File: src/hw/rtl/aecp_pkg.sv
// ----------------------------------------------------------------------------
// aecp_pkg
// Shared types, byte codes and defaults for the terminal escape parser.
// ----------------------------------------------------------------------------
package aecp_pkg;

  // Defaults for top-level parameters
  localparam int ROWS_DEF        = 32;
  localparam int QUEUE_DEPTH_DEF = 4;

  // Screen geometry: COLUMNS feeds a compare, TAB_WIDTH the tab-stop arithmetic
  localparam int COLUMNS   = 80;
  localparam int TAB_WIDTH = 8;

  // Byte codes
  localparam logic [7:0] CH_ESC   = 8'h1B;
  localparam logic [7:0] CH_LF    = 8'h0A;
  localparam logic [7:0] CH_CR    = 8'h0D;
  localparam logic [7:0] CH_TAB   = 8'h09;
  localparam logic [7:0] CH_BS    = 8'h08;
  localparam logic [7:0] CH_BEL   = 8'h07;
  localparam logic [7:0] CH_LBR   = 8'h5B;
  localparam logic [7:0] CH_SEMI  = 8'h3B;
  localparam logic [7:0] CH_ZERO  = 8'h30;
  localparam logic [7:0] CH_NINE  = 8'h39;
  localparam logic [7:0] CH_CUP   = 8'h48;  // H
  localparam logic [7:0] CH_UP    = 8'h41;  // A
  localparam logic [7:0] CH_DOWN  = 8'h42;  // B
  localparam logic [7:0] CH_RIGHT = 8'h43;  // C
  localparam logic [7:0] CH_LEFT  = 8'h44;  // D
  localparam logic [7:0] CH_ED    = 8'h4A;  // J
  localparam logic [7:0] CH_EL    = 8'h4B;  // K
  localparam logic [7:0] CH_IL    = 8'h4C;  // L
  localparam logic [7:0] CH_DL    = 8'h4D;  // M
  localparam logic [7:0] CH_ICH   = 8'h40;  // @
  localparam logic [7:0] CH_DCH   = 8'h50;  // P
  localparam logic [7:0] CH_SPACE = 8'h20;
  localparam logic [7:0] CH_DEL   = 8'h7F;
  localparam logic [7:0] CH_NBSP  = 8'hA0;

  // Display commands
  typedef enum logic [3:0] {
    CMD_NONE         = 4'd0,
    CMD_PLOT         = 4'd1,
    CMD_SCROLL       = 4'd2,
    CMD_BELL         = 4'd3,
    CMD_ERASE_SCREEN = 4'd4,
    CMD_ERASE_EOL    = 4'd5,
    CMD_INS_LINE     = 4'd6,
    CMD_DEL_LINE     = 4'd7,
    CMD_INS_CHARS    = 4'd8,
    CMD_DEL_CHARS    = 4'd9
  } cmd_t;

  // Meaning of a byte in plain text
  typedef enum logic [2:0] {
    PK_OTHER,
    PK_ESC,
    PK_LF,
    PK_CR,
    PK_TAB,
    PK_BS,
    PK_BEL
  } plain_kind_t;

  // Meaning of a byte inside a control sequence
  typedef enum logic [3:0] {
    CK_OTHER,
    CK_DIGIT,
    CK_SEMI,
    CK_CUP,
    CK_UP,
    CK_DOWN,
    CK_RIGHT,
    CK_LEFT,
    CK_ED,
    CK_EL,
    CK_IL,
    CK_DL,
    CK_ICH,
    CK_DCH
  } csi_kind_t;

  // Classified byte passed from front to back
  typedef struct packed {
    logic [7:0]  code;
    plain_kind_t pkind;
    logic        printable;
    csi_kind_t   ckind;
    logic        is_lbr;
  } item_t;

endpackage

File: src/hw/rtl/ansi_escape_cursor_parser_top.sv
// ----------------------------------------------------------------------------
// ansi_escape_cursor_parser_top
// Terminal byte parser with cursor tracking, one display command per byte.
// ----------------------------------------------------------------------------
// Usage:
//   Input stream in_*: one terminal byte per request in in_tdata[7:0].
//   Output stream out_*: one display command per input byte, in order.
//   out_tuser carries the command code, out_tdata the glyph, the cursor
//   row and column after the byte and the insert/delete count.
// Path: a byte accepted on the input is written into the queue, then loaded
//   into the result register when the back end pops it, and shows on
//   out_tvalid from then on.
// Throughput: one byte per cycle while out_tready is high; the parser state
//   update in the back end is one register load from next-state logic, so
//   the loop through phase, arguments and cursor sets that rate.
// Stall: while the receiver holds out_tready low, the result stays put and
//   bytes go on filling the queue of QUEUE_DEPTH entries between front and
//   back; in_tready drops only when that queue is full.
// Reset: synchronous, active low. Queue empties, the parser returns to
//   plain text, the cursor goes to the bottom row, column zero, and both
//   arguments clear. No clearing pass; ready from the first cycle after.
// ----------------------------------------------------------------------------
module ansi_escape_cursor_parser_top
  import aecp_pkg::*;
#(
  parameter int ROWS        = ROWS_DEF,
  parameter int QUEUE_DEPTH = QUEUE_DEPTH_DEF
) (
  input  logic        clk,
  input  logic        rst_n,
  input  logic        in_tvalid,
  output logic        in_tready,
  input  logic [7:0]  in_tdata,   // [7:0] char_code
  output logic        out_tvalid,
  input  logic        out_tready,
  output logic [39:0] out_tdata,  // [7:0] glyph, [12:8] row, [20:13] column,
                                  // [36:21] count, [39:37] zero
  output logic [3:0]  out_tuser   // [3:0] command
);

  logic  q_full, q_push, q_pop, q_valid;
  item_t push_item, pop_item;

  // Front: accept and classify
  aecp_front u_front (
    .in_tvalid (in_tvalid),
    .in_tready (in_tready),
    .in_tdata  (in_tdata),
    .q_full    (q_full),
    .q_push    (q_push),
    .q_item    (push_item)
  );

  // Decoupling queue
  aecp_queue #(
    .DEPTH (QUEUE_DEPTH)
  ) u_queue (
    .clk       (clk),
    .rst_n     (rst_n),
    .push      (q_push),
    .push_item (push_item),
    .full      (q_full),
    .pop       (q_pop),
    .valid     (q_valid),
    .pop_item  (pop_item)
  );

  // Back: parse, track cursor, hold result
  aecp_back #(
    .ROWS (ROWS)
  ) u_back (
    .clk        (clk),
    .rst_n      (rst_n),
    .q_valid    (q_valid),
    .q_item     (pop_item),
    .q_pop      (q_pop),
    .out_tvalid (out_tvalid),
    .out_tready (out_tready),
    .out_tdata  (out_tdata),
    .out_tuser  (out_tuser)
  );

endmodule

File: src/hw/rtl/aecp_front.sv
// ----------------------------------------------------------------------------
// aecp_front
// Input side: takes bytes from the stream and classifies them for the back.
// ----------------------------------------------------------------------------
module aecp_front
  import aecp_pkg::*;
(
  input  logic       in_tvalid,
  output logic       in_tready,
  input  logic [7:0] in_tdata,   // [7:0] char_code
  input  logic       q_full,
  output logic       q_push,
  output item_t      q_item
);

  logic [7:0]  c;
  plain_kind_t pkind;
  csi_kind_t   ckind;

  assign c         = in_tdata;
  assign in_tready = !q_full;
  assign q_push    = in_tvalid && !q_full;

  // Plain-text class
  always_comb begin
    case (c)
      CH_ESC:  pkind = PK_ESC;
      CH_LF:   pkind = PK_LF;
      CH_CR:   pkind = PK_CR;
      CH_TAB:  pkind = PK_TAB;
      CH_BS:   pkind = PK_BS;
      CH_BEL:  pkind = PK_BEL;
      default: pkind = PK_OTHER;
    endcase
  end

  // Control-sequence class
  always_comb begin
    case (c)
      CH_SEMI:  ckind = CK_SEMI;
      CH_CUP:   ckind = CK_CUP;
      CH_UP:    ckind = CK_UP;
      CH_DOWN:  ckind = CK_DOWN;
      CH_RIGHT: ckind = CK_RIGHT;
      CH_LEFT:  ckind = CK_LEFT;
      CH_ED:    ckind = CK_ED;
      CH_EL:    ckind = CK_EL;
      CH_IL:    ckind = CK_IL;
      CH_DL:    ckind = CK_DL;
      CH_ICH:   ckind = CK_ICH;
      CH_DCH:   ckind = CK_DCH;
      default: begin
        if (c >= CH_ZERO && c <= CH_NINE) ckind = CK_DIGIT;
        else                              ckind = CK_OTHER;
      end
    endcase
  end

  // Classified request; graphic range is space up to DEL, and NBSP upwards
  always_comb begin
    q_item.code      = c;
    q_item.pkind     = pkind;
    q_item.printable = (c >= CH_SPACE) && ((c <= CH_DEL) || (c >= CH_NBSP));
    q_item.ckind     = ckind;
    q_item.is_lbr    = (c == CH_LBR);
  end

endmodule

File: src/hw/rtl/aecp_queue.sv
// ----------------------------------------------------------------------------
// aecp_queue
// Small FIFO of classified bytes between front and back.
// ----------------------------------------------------------------------------
module aecp_queue
  import aecp_pkg::*;
#(
  parameter int DEPTH = QUEUE_DEPTH_DEF
) (
  input  logic  clk,
  input  logic  rst_n,
  input  logic  push,
  input  item_t push_item,
  output logic  full,
  input  logic  pop,
  output logic  valid,
  output item_t pop_item
);

  localparam int PTR_W = (DEPTH > 1) ? $clog2(DEPTH) : 1;
  localparam int CNT_W = $clog2(DEPTH + 1);

  item_t              mem_r [DEPTH];
  logic [PTR_W-1:0]   wr_ptr_r, wr_ptr_nxt;
  logic [PTR_W-1:0]   rd_ptr_r, rd_ptr_nxt;
  logic [CNT_W-1:0]   cnt_r,    cnt_nxt;
  logic               do_push, do_pop;

  assign full     = (cnt_r == CNT_W'(DEPTH));
  assign valid    = (cnt_r != '0);
  assign pop_item = mem_r[rd_ptr_r];
  assign do_push  = push && !full;
  assign do_pop   = pop && valid;

  // Pointer wrap and occupancy
  always_comb begin
    wr_ptr_nxt = wr_ptr_r;
    rd_ptr_nxt = rd_ptr_r;
    cnt_nxt    = cnt_r;
    if (do_push) begin
      wr_ptr_nxt = (wr_ptr_r == PTR_W'(DEPTH - 1)) ? '0 : wr_ptr_r + 1'b1;
    end
    if (do_pop) begin
      rd_ptr_nxt = (rd_ptr_r == PTR_W'(DEPTH - 1)) ? '0 : rd_ptr_r + 1'b1;
    end
    if (do_push && !do_pop) begin
      cnt_nxt = cnt_r + 1'b1;
    end else if (do_pop && !do_push) begin
      cnt_nxt = cnt_r - 1'b1;
    end
  end

  always_ff @(posedge clk) begin
    if (!rst_n) begin
      wr_ptr_r <= '0;
      rd_ptr_r <= '0;
      cnt_r    <= '0;
    end else begin
      wr_ptr_r <= wr_ptr_nxt;
      rd_ptr_r <= rd_ptr_nxt;
      cnt_r    <= cnt_nxt;
    end
  end

  // Storage, no reset needed
  always_ff @(posedge clk) begin
    if (do_push) begin
      mem_r[wr_ptr_r] <= push_item;
    end
  end

endmodule

File: src/hw/rtl/aecp_back.sv
// ----------------------------------------------------------------------------
// aecp_back
// Execution side: parse phase, arguments, cursor and the output register.
// ----------------------------------------------------------------------------
module aecp_back
  import aecp_pkg::*;
#(
  parameter int ROWS = ROWS_DEF
) (
  input  logic        clk,
  input  logic        rst_n,
  input  logic        q_valid,
  input  item_t       q_item,
  output logic        q_pop,
  output logic        out_tvalid,
  input  logic        out_tready,
  output logic [39:0] out_tdata,
  output logic [3:0]  out_tuser
);

  localparam int ROW_W = (ROWS > 1) ? $clog2(ROWS) : 1;

  typedef enum logic [1:0] {
    PH_PLAIN,
    PH_ESC,
    PH_CSI
  } phase_t;

  phase_t           phase_r,  phase_nxt;
  logic [ROW_W-1:0] row_r,    row_nxt;
  logic [7:0]       col_r,    col_nxt;
  logic [1:0]       idx_r,    idx_nxt;
  logic [15:0]      arg0_r,   arg0_nxt;
  logic [15:0]      arg1_r,   arg1_nxt;
  logic             out_valid_r;
  cmd_t             cmd_r,    cmd_nxt;
  logic [7:0]       glyph_r,  glyph_nxt;
  logic [4:0]       orow_r;
  logic [15:0]      cnt_r,    cnt_nxt;

  // Arithmetic helpers
  logic [15:0]      amt;
  logic [15:0]      arg_cur;
  logic [19:0]      acc;
  logic [15:0]      acc_sat;
  logic [15:0]      row_ext;
  logic [15:0]      down_room;
  logic [15:0]      cup_row;
  logic [15:0]      arg1_m1;
  logic [7:0]       cup_col;
  logic [16:0]      right_sum;
  logic [7:0]       right_col;
  logic [9:0]       tab_sum;
  logic [7:0]       tab_col;
  logic [7:0]       inc_col;
  logic [ROW_W:0]   row_inc;
  logic [ROW_W+4:0] row_out_ext;
  logic             do_plain;

  assign q_pop = q_valid && (!out_valid_r || out_tready);

  // Decimal argument accumulation: a*10 + digit, saturating
  assign arg_cur = idx_r[0] ? arg1_r : arg0_r;
  assign acc     = ({4'b0, arg_cur} << 3) + ({4'b0, arg_cur} << 1)
                 + {16'b0, q_item.code[3:0]};
  assign acc_sat = (acc[19:16] != 4'b0) ? 16'hFFFF : acc[15:0];

  // Cursor arithmetic
  assign amt       = (arg0_r != 16'd0) ? arg0_r : 16'd1;
  assign row_ext   = {{(16 - ROW_W){1'b0}}, row_r};
  assign down_room = 16'(ROWS - 1) - row_ext;
  assign cup_row   = (arg0_r != 16'd0) ? arg0_r - 16'd1 : 16'd0;
  assign arg1_m1   = arg1_r - 16'd1;
  assign cup_col   = (arg1_r == 16'd0) ? 8'd0 :
                     (arg1_m1 > 16'd255) ? 8'hFF : arg1_m1[7:0];
  assign right_sum = {9'b0, col_r} + {1'b0, amt};
  assign right_col = (right_sum > 17'd255) ? 8'hFF : right_sum[7:0];
  assign tab_sum   = (10'(col_r) / 10'(TAB_WIDTH) + 10'd1) * 10'(TAB_WIDTH);
  assign tab_col   = (tab_sum > 10'd255) ? 8'hFF : tab_sum[7:0];
  assign inc_col   = (col_r == 8'hFF) ? 8'hFF : col_r + 8'd1;
  assign row_inc   = {1'b0, row_r} + 1'b1;

  // Next state and result for the item at the head of the queue
  always_comb begin
    phase_nxt = PH_PLAIN;
    row_nxt   = row_r;
    col_nxt   = col_r;
    idx_nxt   = idx_r;
    arg0_nxt  = arg0_r;
    arg1_nxt  = arg1_r;
    cmd_nxt   = CMD_NONE;
    glyph_nxt = 8'd0;
    cnt_nxt   = 16'd1;
    do_plain  = 1'b0;

    case (phase_r)
      PH_ESC: begin
        if (q_item.is_lbr) begin
          arg0_nxt  = 16'd0;
          arg1_nxt  = 16'd0;
          idx_nxt   = 2'd0;
          phase_nxt = PH_CSI;
        end else begin
          do_plain = 1'b1;
        end
      end
      PH_CSI: begin
        case (q_item.ckind)
          CK_DIGIT: begin
            if (idx_r < 2'd2) begin
              if (idx_r[0]) arg1_nxt = acc_sat;
              else          arg0_nxt = acc_sat;
              phase_nxt = PH_CSI;
            end else begin
              do_plain = 1'b1;
            end
          end
          CK_SEMI: begin
            if (idx_r < 2'd2) idx_nxt = idx_r + 2'd1;
            phase_nxt = PH_CSI;
          end
          CK_CUP: begin
            col_nxt = cup_col;
            if (cup_row < 16'(ROWS)) row_nxt = cup_row[ROW_W-1:0];
          end
          CK_UP: begin
            if (amt <= row_ext) row_nxt = row_r - amt[ROW_W-1:0];
          end
          CK_DOWN: begin
            if (amt <= down_room) row_nxt = row_r + amt[ROW_W-1:0];
          end
          CK_LEFT: begin
            if (amt <= {8'b0, col_r}) col_nxt = col_r - amt[7:0];
          end
          CK_RIGHT: col_nxt = right_col;
          CK_ED: begin
            row_nxt = '0;
            col_nxt = 8'd0;
            cmd_nxt = CMD_ERASE_SCREEN;
          end
          CK_IL: begin
            col_nxt = 8'd0;
            cmd_nxt = CMD_INS_LINE;
          end
          CK_DL: begin
            col_nxt = 8'd0;
            cmd_nxt = CMD_DEL_LINE;
          end
          CK_EL: cmd_nxt = CMD_ERASE_EOL;
          CK_ICH: begin
            cmd_nxt = CMD_INS_CHARS;
            cnt_nxt = amt;
          end
          CK_DCH: begin
            cmd_nxt = CMD_DEL_CHARS;
            cnt_nxt = amt;
          end
          default: do_plain = 1'b1;
        endcase
      end
      default: do_plain = 1'b1;
    endcase

    // Plain-text handling, also for bytes that end a sequence
    if (do_plain) begin
      case (q_item.pkind)
        PK_ESC: phase_nxt = PH_ESC;
        PK_LF: begin
          if (row_inc >= (ROW_W + 1)'(ROWS)) begin
            row_nxt = ROW_W'(ROWS - 1);
            cmd_nxt = CMD_SCROLL;
          end else begin
            row_nxt = row_inc[ROW_W-1:0];
          end
          col_nxt = 8'd0;
        end
        PK_CR:  col_nxt = 8'd0;
        PK_TAB: col_nxt = tab_col;
        PK_BS: begin
          if (col_r != 8'd0) col_nxt = col_r - 8'd1;
        end
        PK_BEL: cmd_nxt = CMD_BELL;
        default: begin
          if (q_item.printable && (col_r < 8'(COLUMNS))) begin
            cmd_nxt   = CMD_PLOT;
            glyph_nxt = q_item.code;
          end
          col_nxt = inc_col;
        end
      endcase
    end
  end

  assign row_out_ext = {5'b0, row_nxt};

  // State and output register
  always_ff @(posedge clk) begin
    if (!rst_n) begin
      phase_r     <= PH_PLAIN;
      row_r       <= ROW_W'(ROWS - 1);
      col_r       <= 8'd0;
      idx_r       <= 2'd0;
      arg0_r      <= 16'd0;
      arg1_r      <= 16'd0;
      out_valid_r <= 1'b0;
    end else begin
      if (q_pop) begin
        phase_r     <= phase_nxt;
        row_r       <= row_nxt;
        col_r       <= col_nxt;
        idx_r       <= idx_nxt;
        arg0_r      <= arg0_nxt;
        arg1_r      <= arg1_nxt;
        out_valid_r <= 1'b1;
        cmd_r       <= cmd_nxt;
        glyph_r     <= glyph_nxt;
        orow_r      <= row_out_ext[4:0];
        cnt_r       <= cnt_nxt;
      end else if (out_tready) begin
        out_valid_r <= 1'b0;
      end
    end
  end

  assign out_tvalid = out_valid_r;
  assign out_tuser  = cmd_r;
  assign out_tdata  = {3'b000, cnt_r, col_r, orow_r, glyph_r};

endmodule

File: config.mk
export PLATFORM = sky130hd
export DESIGN_NAME = ansi_escape_cursor_parser_top
export DESIGN_NICKNAME = d
export VERILOG_FILES = /design/src/hw/rtl/aecp_pkg.sv /design/src/hw/rtl/ansi_escape_cursor_parser_top.sv /design/src/hw/rtl/aecp_front.sv /design/src/hw/rtl/aecp_queue.sv /design/src/hw/rtl/aecp_back.sv
export SDC_FILE = /design/constraint.sdc
export NUM_CORES = 1
export LEC_CHECK = 0
export CAP_MARGIN = 25
export CORE_MARGIN = 10
export CORE_UTILIZATION = 55
export DETAILED_ROUTE_END_ITERATION = 10
export DONT_BUFFER_PORTS = 1
export PLACE_DENSITY_LB_ADDON = 0.3
export SETUP_SLACK_MARGIN = 0.15
export SYNTH_ARGS = -nofsm -noshare
export SYNTH_HDL_FRONTEND = slang
export SYNTH_HIERARCHICAL = 1
export SYNTH_SLANG_ARGS = --single-unit
File: constraint.sdc
create_clock -name clk -period 4.3 [get_ports clk]
set_input_delay 0 -clock clk [delete_from_list [all_inputs] [get_ports clk]]
set_output_delay 0 -clock clk [all_outputs]
set_load 0.005 [all_outputs]
* Yosys cells after proc, flatten, opt, wreduce, memory -nomap -nowiden
Memories as Yosys holds them, arrays and structs flattened. A register that Yosys moved wholly into a read port is not among the register bits. Index checks and enable logic that the tools add are counted.
Word-level totals: flip-flop bits (word level) 90, bits in writable memories 68, output and inout bits 46, memories kept 1
Operators by class: add/subtract/negate cells 18, magnitude comparators 15, equal/unequal tests 50, muxes and demuxes 65, bitwise logic cells 2, reductions and logical operators 35
Memories:
- u_queue.mem_r | depth 4, width 17, rd ports 1, clocked after memory_dff 1, write ports 1, RTL line aecp_queue.sv:23 | item_t mem_r [DEPTH];
Operators with widths (number):
- $mux W16 | 11
- $eq A8 B7 Y1 const B | 12
- $mux W8 | 9
- $pmux W16 S2 | 2
- $pmux W8 S4 | 2
- $pmux W4 S12 | 1
- $mux W5 | 7
- $eq A8 B4 Y1 const B | 4
- $sub A16 B1 Y16 const B | 2
- $eq A4 B4 Y1 const B | 6
- $pmux W4 S6 | 1
- $mux W2 | 11
- $add A19 B17 Y20 | 1
- $add A20 B4 Y20 | 1
- $pmux W5 S4 | 1
- $pmux W3 S6 | 1
- $add A8 B16 Y17 | 1
- $gt A17 B8 Y1 const B | 1
- $eq A4 B3 Y1 const B | 4
- $ge A8 B6 Y1 const B | 2
- $gt A16 B8 Y1 const B | 1
- $le A16 B16 Y1 | 1
- $le A16 B5 Y1 | 1
- $le A16 B8 Y1 | 1
- 55 further kinds | 101

* Longest topological paths before layout
Gate-level depths: netlist of the first run.
depth in word-level cells 10, depth in mapped cells 17

* Hierarchy
The synthesis of the first run kept the hierarchy.
Modules (own cells, without submodules):
- aecp_back | instances 1, cells an instance 999, area an instance 8200.4 µm², seq. area each 1991.9 µm²
- aecp_queue | instances 1, cells an instance 140, area an instance 2974.1 µm², seq. area each 2222.1 µm²
- aecp_front | instances 1, cells an instance 63, area an instance 399.1 µm², seq. area each 0.0 µm²

* Worst setup path before layout of the first run
Ideal clock, no wire load.
kind reg-to-reg, start register u_back.arg0_r[14], end register u_back.col_r[3], setup time 0.091 ns, arrival time 4.048 ns, slack 0.161 ns, stages on the path, launching flop included 15, path buffers 1, clock period less this slack 4.139 ns, path through dfxtp_1 -> buf_6 -> or4_4 -> nor3_1 -> nand3_1 -> nand2_1 -> inv_1 -> ha_1 -> nor2b_1 -> o311ai_1 -> a2111oi_2 -> o21ai_0 -> a211oi_1 -> o21ai_0 -> a311oi_1
Between the ends: cells in the longest elaborated chain, start to end 10
Ends and longest elaborated chain:
- start, declared | RTL line aecp_back.sv:33 | logic [15:0] arg0_r, arg0_nxt;
- start signal, assigned | RTL line aecp_back.sv:212 | arg0_r <= arg0_nxt;
- $reduce_bool A16 Y1 (*) | RTL line aecp_back.sv:69 | assign amt = (arg0_r != 16'd0) ? arg0_r : 16'd1;
- $mux W16 (*) | RTL line aecp_back.sv:69
- named net u_back.amt[1] | RTL line aecp_back.sv:42 | logic [15:0] amt;
- $add A8 B16 Y17 | RTL line aecp_back.sv:76 | assign right_sum = {9'b0, col_r} + {1'b0, amt};
- $gt A17 B8 Y1 | RTL line aecp_back.sv:77 | assign right_col = (right_sum > 17'd255) ? 8'hFF : right_sum[7:0];
- $mux W8 | RTL line aecp_back.sv:77
- $pmux W8 S4 (*) | RTL line aecp_back.sv:108 | case (q_item.ckind)
- $mux W8 (*) | RTL line aecp_back.sv:96 | case (phase_r)
- $mux W8 | RTL line aecp_back.sv:180 | if (col_r != 8'd0) col_nxt = col_r - 8'd1;
- $pmux W8 S4 | RTL line aecp_back.sv:166 | case (q_item.pkind)
- $mux W8 (*) | RTL line aecp_back.sv:165 | if (do_plain) begin
- end signal, assigned | RTL line aecp_back.sv:210 | col_r <= col_nxt;
- end, declared | RTL line aecp_back.sv:31 | logic [7:0] col_r, col_nxt;
The timed path passes the listed nets; every way through them passes the cells marked *. A chain may end at the register's enable or synchronous reset.

* Worst setup path in the final report of the first run
start register u_back.arg0_r[2], end register u_back.col_r[4]
Same word-level chain as after synthesis.

==> results of run 1 <==
## repair_timing
item                                    4_1_cts  5_1_grt
pin swaps                                     0        2
endpoints found under the hold margin        90        0
hold buffers                                 11        0
endpoints found under the setup margin       14       41
setup buffers                                 0        3
resized for setup                             1        8
## metrics by stage
step	util	total power, mW	setup slack (ns)	std cells
global placement	0.569	4.82	0.207	1446
finish	0.608	6.50	0.274	1496
global route	0.608	6.87	0.0620	1495
floorplan	-	4.11	0.161	1204
CTS	0.604	6.43	0.168	1491
detailed placement	0.570	4.86	0.0965	1448
## cells by family after synthesis
group                    after synthesis  synth area share
other                                  1          0.000324
flip-flops                           160             0.364
adder cells (fa/ha/maj)               96             0.108
multiplexers                          45            0.0605
AND/OR/NAND/NOR                      401             0.185
AO/OA/AOI/OAI                        317             0.198
buffers and inverters                140            0.0524
XOR/XNOR                              42            0.0318
## flip-flops by register name (all words and copies together), names as in the netlist, 3 cells and up, named ones only
register and cells:
u_back/arg0_r 16, u_back/arg1_r 16, u_back/cnt_r 16, u_back/col_r 8, u_back/glyph_r 8, u_back/orow_r 5, u_back/out_tuser 4, u_back/row_r 5
u_queue/cnt_r 3, u_queue/mem_r 68
## where the power goes
group	leakage, nW	total [mW]	internal, mW	switching [mW]
logic	3.33	2.85	1.07	1.79
registers	1.39	2.10	1.90	0.196
clock network	0.281	1.55	0.830	0.716
total	5.00	6.50	3.80	2.70
## worst max-delay path, stage by stage (launching register included)
cell       delay, ns
dfxtp_1         0.31
buf_4           0.18
or4b_2          0.70
nor4_2          0.21
nor2_1          0.09
inv_1           0.18
ha_1            0.22
inv_1           0.06
fa_1            0.41
o21bai_2        0.18
a2111oi_0       0.12
a221oi_1        0.26
nand2b_1        0.15
nand4_1         0.10
buf_4           0.18
o311a_1         0.29
a211o_1         0.26
## layout make-up
| type | instances | area, um^2 |
|---|---|---|
| diodes | 1 | 2.50 |
| clock buffers | 18 | 429 |
| clock inverters | 14 | 165 |
| fillers | 1710 | 8180 |
| inverters | 66 | 248 |
| multi-input cells | 904 | 6810 |
| flip-flops and latches | 160 | 4210 |
| well taps | 275 | 344 |
| repair buffers | 58 | 495 |
## Yosys cell counts, types with 19 or more instances
cell type    n  share of area
a211o_1     21          0.016
a21oi_1     57          0.025
and2_1      36          0.019
clkbuf_1    52          0.017
dfxtp_1     59           0.10
edfxtp_1   101           0.26
ha_1        88          0.095
inv_1       64          0.021
mux2i_1     19          0.016
nand2_1     71          0.023
nand3_1     30          0.013
nor2_1      91          0.030
nor3_1      42          0.018
o21ai_0     60          0.026
xnor2_1     28          0.021
## worst min path at each step
stage | start | to | slack [ns] | cells after the start
after floorplan | rst_n | register | 0.16 | 2
after global placement | rst_n | u_back/row_r[1] | 0.09 | 1
after detailed placement | rst_n | u_back/row_r[2] | 0.1 | 1
after CTS | rst_n | u_back/phase_r[1] | 0.007 | 2
after global routing | rst_n | u_back/phase_r[1] | 0.02 | 2
final | in_tdata[2] | u_queue/mem_r[3][7] | 0.02 | 3
## per-layer routing
metal  GRT usage  part of all wire
met1       0.305              0.42
met4       0.107             0.036
met3      0.0583             0.089
met2       0.373              0.46
met5           0                 0
==> metrics.cfg, run 1 <==
[finish]
layout.nets=1314
final_cell_mix=edfxtp_1, nor2_1, ha_1, nand2_1, inv_1
area_growth_pct=9.77
layout-drive-gt1-share=0.113
final_common_cell=edfxtp_1
finalInstanceArea_um2=12700

[global_routing]
antenna_found_initial=1
overflow=0
grt_max_degree=26
grt_pass1_wl_um=51100
track_usage=0.238
grt_pass1_vias=9358

[placed_design]
gp_congestion=0.961
placedInstanceArea_um2=11900
io_buffers=0
hpwl_um=23400

[clock_tree]
htreeDepth=4
cts_sinks=160
clock_path_buffers=2
insertion_delay_ns=0.43
path_clk_slew_ns=0.07
cts_root_buf=clkbuf_16
cts_tree=done
cts_buffers=17

[die]
die_w_um=165
core_um2=20900
start_util=0.554
num_io_pins=58
row_count=53
die_area_um2=27200
die_h_um=165

[pwr]
power.density_nw_per_um2=512
leakage_nw=5.00
irDropWorstVdd_mv=0.322

[sta]
relSlewSlack=0.370
tightest_slew_ns=0.945
clock_skew_ns=0.0152
drv_slew=0
fin_crit_ns=4.03
whs_ns=0.0197
rsz0062_at_grt=yes
fin_crit_sh=0.936
fmax_ghz=0.248
hold_viol=0
final.setup.tns_ns=0
setup_viol=0

[drt]
wirelength_um=32200
vias_per_cell=6.51
drt_pass1_iterations=9
drt_iter0_markers=1193
drc=0
post_drt_wl_per_cell_um=21.5
dr_total_vias=9734
ant_nets=0

[critical_path]
required_ns=4.61
r2r_end=u_back/col_r[4]
cp_data_arrival_time_ns=4.34
critPathLaunch=u_back/arg0_r[2]
start_kind=register
critical_path_class=reg -> reg
cp-endpoint=u_back/col_r[4]
r2r_cells=16
reg2reg_from=u_back/arg0_r[2]
r2r_slack_ns=0.27
end_kind=register
worstPathMaxFanout=11

[logic_synthesis]
netlist_instances=1202
synth_seq_cells=160
synth-main-ff-cell=edfxtp_1
async_flop_share=0
ys_seq_area_frac=0.364
yosysWarnings=6
synth.avg_cell_area_um2=9.63
syn_area_um2=11600
synth_edf_count=101
synth_cell_type_count=97

[run_status]
status=finished clean

[run]
cap_viol_max_count=0

[min_path]
hold_path_class=in -> reg

No activity file was read; power rests on OpenSTA's default activity.
==> run 2, diff against run 1 <==
--- a/config.mk
+++ b/config.mk
@@ -6,6 +6,7 @@
 export NUM_CORES = 1
 export LEC_CHECK = 0
 export CAP_MARGIN = 25
+export CORE_ASPECT_RATIO = 0.9
 export CORE_MARGIN = 10
 export CORE_UTILIZATION = 55
 export DETAILED_ROUTE_END_ITERATION = 10
==> metrics.cfg, run 2 (synthesized netlist as in run 1, its figures left out) <==
[clock_tree]
clock_path_buffers=2  ; unchanged
cts_sinks=160  ; unchanged
insertion_delay_ns=0.44  ; about the same
htreeDepth=4  ; unchanged
path_clk_slew_ns=0.08  ; about the same
cts_tree=done
cts_buffers=17  ; unchanged
cts_root_buf=clkbuf_16

[critical_path]
cp_slowest_stage_delay_ns=0.59  ; -0.11 ns
crit_chain=or4_4, nor3_4, nand3_1, nand2_1, inv_1, ha_1, nor2b_2, o311ai_1, a2111oi_2, buf_4, o21a_1, a211oi_1, buf_4, o311a_1, a211o_1
worstPathMaxFanout=9  ; -2
crit_top_cell=buf_4
cp_data_arrival_time_ns=4.33  ; about the same
required_ns=4.64  ; +0.03 ns
end_kind=register
critical_path_class=reg -> reg
start_kind=register
cpMaxStageDelayCell=or4_4

[drt]
dr_total_vias=9874  ; +1.4%
wirelength_um=32800  ; +1.7%
ant_nets=0  ; unchanged
vias_per_cell=6.56  ; +0.76%
drt_iter0_markers=1053  ; -12%
drc=0  ; unchanged
drt_pass1_iterations=6  ; -3
post_drt_wl_per_cell_um=21.8  ; +1.0%

[die]
row_count=50  ; -5.7%
die_w_um=173  ; +4.8%
core_um2=20800  ; -0.57%
start_util=0.557  ; +0.00317
die_h_um=158  ; -4.5%
num_io_pins=58  ; unchanged
die_area_um2=27300  ; about the same

[finish]
final_core_util=0.614  ; +0.00535
max_flop_register=u_queue/mem_r
diodes=0  ; -1
area_growth_pct=10.1
largest_register_ffs=68  ; unchanged
layout-drive-gt1-share=0.114  ; +0.000820
final_cell_mix=edfxtp_1, nor2_1, ha_1, nand2_1, inv_1
final_common_cell=edfxtp_1
final_cells=1506  ; +0.67%
layout.nets=1314  ; unchanged

[global_routing]
grt_pass1_wl_um=51800  ; +1.3%
grt_max_degree=27  ; +3.8%
overflow=0  ; unchanged
track_usage=0.236  ; -0.00196
grt_pass1_vias=9232  ; -1.3%
antenna_found_initial=0  ; -1

[pwr]
leakage_nw=5.03  ; +0.63%
irDropWorstVdd_mv=0.438  ; +36%
power.density_nw_per_um2=512  ; +0.11%
total_power_mw=6.53  ; +0.42%

[sta]
drv_slew=0  ; unchanged
fin_crit_sh=0.929  ; -0.00694
fmax_ghz=0.250  ; +0.75%
postLayoutSetupSlackWorst_ns=0.304  ; +0.0298 ns
setup_viol=0  ; unchanged
hold_viol=0  ; unchanged
tightest_slew_ns=0.957  ; +0.0116 ns
clock_skew_ns=0.0147  ; -0.000502 ns
relSlewSlack=0.362  ; -0.00776
fin_crit_ns=4.00  ; -0.0298 ns
rsz0062_at_grt=yes
final.setup.tns_ns=0  ; unchanged

[min_path]
hold_path_class=in -> reg

[placed_design]
pre_cts_slack_ns=0.150  ; +0.0538 ns
hpwl_um=23400  ; +0.36%
dp_cells=1461  ; +0.90%
gp_congestion=0.992  ; +3.2%
io_buffers=0  ; unchanged

[run_status]
status=finished clean

[run]
cap_viol_max_count=0  ; unchanged

[run 2: changes by cell type in the layout (fill, tap and decap cells not counted), sizes merged]
cell      before  now
inv           73   72
clkinvlp       3    0
clkbuf        18   17
diode          1    0
clkinv         3    8
[run 2: cell type report]
cell class | instances | area (um^2)
clock buffer | 17 | 425
clock inverter | 15 | 193
fill | 1722 | 8030
inverter | 66 | 248
multi-input combinational | 904 | 6810
sequential | 160 | 4220
tap | 286 | 358
timing repair buffer | 58 | 490
[run 2: final timing paths]
path	startpoint	end	slack (ns)	depth (start not counted)
max	u_back/arg0_r[14]	u_back/col_r[4]	0.30	15
min	in_tdata[2]	u_queue/mem_r[3][3]	0.01	3
max reg2reg	u_back/arg0_r[14]	u_back/col_r[4]	0.30	15
min reg2reg	u_back/arg1_r[13]	u_back/arg1_r[13]	0.49	2
[run 2: power breakdown]
group,switching [mW],internal [mW],leakage (nW),total [mW]
Clock,0.744,0.839,0.300,1.58
Combinational,1.81,1.06,3.34,2.87
Sequential,0.171,1.90,1.39,2.07
Total,2.72,3.80,5.03,6.53
[run 2: per-layer routing]
| layer | share of wire | track usage |
|---|---|---|
| met3 | 0.10 | 0.0550 |
| met2 | 0.45 | 0.370 |
| met1 | 0.43 | 0.317 |
| met4 | 0.025 | 0.0771 |
| met5 | 0 | 0 |
[run 2: repair_timing]
action / 4_1_cts / 5_1_grt
hold endpoints to repair: 94 / 0
buffers inserted: 0 / 1
setup endpoints to repair: 6 / 37
hold buffers: 11 / 0
gates cloned: 0 / 0
pin swaps: 0 / 1
resized for setup: 2 / 10
[run 2: stage by stage]
stage                     cell area, um^2  hold slack (ns)
after floorplan                     11600            0.163
after global placement              11900           0.0960
after detailed placement            12000           0.0963
after CTS                           12700          0.00385
after global routing                12700           0.0208
final                               12700           0.0136
[run 2: critical path: cells and delay by family (launching register included)]
kind / cells / cell delay (ns)
AO/OA/AOI/OAI: 6 / 1.37
adder cells (fa/ha/maj): 1 / 0.37
buffers and inverters: 3 / 0.49
flip-flops: 1 / 0.36
AND/OR/NAND/NOR: 5 / 1.28
==> run 3, diff against run 2 <==
--- a/config.mk
+++ b/config.mk
@@ -8,7 +8,7 @@
 export CAP_MARGIN = 25
 export CORE_ASPECT_RATIO = 0.9
 export CORE_MARGIN = 10
-export CORE_UTILIZATION = 55
+export CORE_UTILIZATION = 45
 export DETAILED_ROUTE_END_ITERATION = 10
 export DONT_BUFFER_PORTS = 1
 export PLACE_DENSITY_LB_ADDON = 0.3
==> constraint.sdc (replaced) <==
create_clock -name clk -period 4.3 [get_ports clk]
set_input_delay 0 -clock clk [delete_from_list [all_inputs] [get_ports clk]]
set_output_delay 0 -clock clk [all_outputs]
set_load 0.02 [all_outputs]
==> metrics.cfg, run 3 (synthesized netlist as in run 1, its figures left out) <==
[pwr]
irDropWorstVdd_mv=0.280  ; -36%
leakage_nw=5.02  ; about the same
total_power_mw=6.69  ; +2.5%
power.density_nw_per_um2=520  ; +1.5%

[die]
num_io_pins=58  ; unchanged
die_w_um=189  ; +9.3%
die_area_um2=32500  ; +19%
die_h_um=172  ; +9.2%
core_um2=25300  ; +22%
start_util=0.458  ; -0.0990
row_count=55  ; +10%

[critical_path]
cpMaxStageDelayCell=or4b_4
critPathLaunch=u_back/arg0_r[0]
worstPathMaxFanout=5  ; -4
cp_data_arrival_time_ns=4.25  ; -0.08 ns
start_kind=register
critical_path_class=reg -> reg
reg2reg_from=u_back/arg0_r[0]
required_ns=4.63  ; about the same
r2r_cells=16  ; +1
crit_chain=inv_1, ha_1, or4b_4, nor4_4, nor2_4, inv_2, ha_1, inv_1, fa_2, o21bai_2, a2111oi_1, a221oi_1, nand2b_1, nand4_1, o311a_1, a211o_1
end_kind=register
cp_slowest_stage_delay_ns=0.51  ; -0.08 ns

[sta]
relSlewSlack=0.341  ; -0.0210
final.setup.tns_ns=0  ; unchanged
fmax_ghz=0.255  ; +1.9%
fin_crit_sh=0.912  ; -0.0170
rsz0062_at_grt=no
fin_crit_ns=3.92  ; -0.0733 ns
drv_slew=0  ; unchanged
setup_viol=0  ; unchanged
hold_viol=0  ; unchanged
clock_skew_ns=0.0123  ; -0.00243 ns
tightest_slew_ns=0.984  ; +0.0272 ns

[finish]
final_cell_mix=edfxtp_1, nor2_1, ha_1, nand2_1, inv_1
area_growth_pct=11.2
multi_input_area_um2=6850  ; +0.48%
largest_register_ffs=68  ; unchanged
final_common_cell=edfxtp_1
nFillCells=2330  ; +35%
layout.nets=1319  ; +0.38%
diodes=0  ; unchanged
register_area_um2=4210  ; about the same
max_flop_register=u_queue/mem_r
layout-drive-gt1-share=0.123  ; +0.00933

[run_status]
status=finished clean

[clock_tree]
path_clk_slew_ns=0.08  ; about the same
htreeDepth=4  ; unchanged
cts_sinks=160  ; unchanged
cts_root_buf=clkbuf_16
insertion_delay_ns=0.44  ; about the same
cts_buffers=17  ; unchanged
cts_tree=done
clock_path_buffers=2  ; unchanged

[drt]
drt_iter0_markers=938  ; -11%
post_drt_wl_per_cell_um=21.0  ; -3.6%
dr_total_vias=9732  ; -1.4%
vias_per_cell=6.21  ; -5.3%
drt_pass1_iterations=6  ; unchanged
wirelength_um=32900  ; +0.27%
ant_nets=0  ; unchanged
drc=0  ; unchanged

[run]
cap_viol_max_count=0  ; unchanged

[min_path]
whs_path_depth=2  ; -1
hold_path_class=in -> reg
hold_path.startpoint=in_tdata[5]

[placed_design]
hpwl_um=23900  ; +2.1%
gp_congestion=0.956  ; -3.6%
io_buffers=0  ; unchanged

[global_routing]
overflow=0  ; unchanged
grt_pass1_vias=9215  ; -0.18%
grt_max_degree=30  ; +11%
antenna_found_initial=0  ; unchanged
grt_pass1_wl_um=52100  ; +0.65%
track_usage=0.201  ; -0.0346

[run 3: per-stage QoR]
stage	util	hold WS [ns]	worst slack, ns	instances	instance area (um^2)
6_report	0.509	0.0218	0.377	1567	12900
5_1_grt	0.509	0.0177	0.161	1567	12900
4_1_cts	0.505	0.00381	0.173	1563	12800
3_5_place_dp	0.476	0.0988	0.103	1519	12000
3_3_place_gp	0.475	0.0958	0.169	1517	12000
2_1_floorplan	-	0.163	0.161	1204	11600
[run 3: metal layers]
layer  track usage  routed length (um)  up-vias
li1              -                   -     4549
met1         0.277               15500     4754
met2         0.312               14700      377
met3        0.0405                2050       52
met4        0.0634                 656        0
met5             0                   0        -
[run 3: final timing paths]
| kind | endpoint | slack, ns |
|---|---|---|
| worst max register to register | u_back/col_r[4] | 0.38 |
| worst max-delay path | u_back/col_r[4] | 0.38 |
| worst min-delay path | u_queue/mem_r[2][2] | 0.02 |
| worst min register to register | u_back/arg1_r[13] | 0.50 |
[run 3: what timing repair did]
item / in CTS / in global routing
hold buffers: 11 / 0
gates resized for setup: 1 / 18
pin swaps: 0 / 4
setup endpoints to repair: 3 / 36
endpoints found under the hold margin: 87 / 0
buffers inserted: 1 / 3
[run 3: worst max-delay path, delay by kind of cell, from the launching register on]
| kind | cells | cell delay (ns) |
|---|---|---|
| AO/OA/AOI/OAI | 5 | 1.23 |
| adder cells (fa/ha/maj) | 3 | 0.69 |
| buffers and inverters | 3 | 0.23 |
| flip-flops | 1 | 0.31 |
| AND/OR/NAND/NOR | 5 | 1.35 |
[run 3: area by class of cell]
| class | count | share of cell area |
|---|---|---|
| Inverter | 66 | 0.0193 |
| Multi-Input combinational cell | 904 | 0.532 |
| Sequential cell | 160 | 0.328 |
| Tap cell | 342 | 0.0333 |
| Clock inverter | 15 | 0.0143 |
| Clock buffer | 17 | 0.0331 |
| Timing Repair Buffer | 63 | 0.0405 |
[run 3: where the power goes]
group | switching [mW] | internal [mW]
Combinational | 1.90 | 1.08
Clock | 0.776 | 0.791
Sequential | 0.240 | 1.90
Total | 2.91 | 3.78
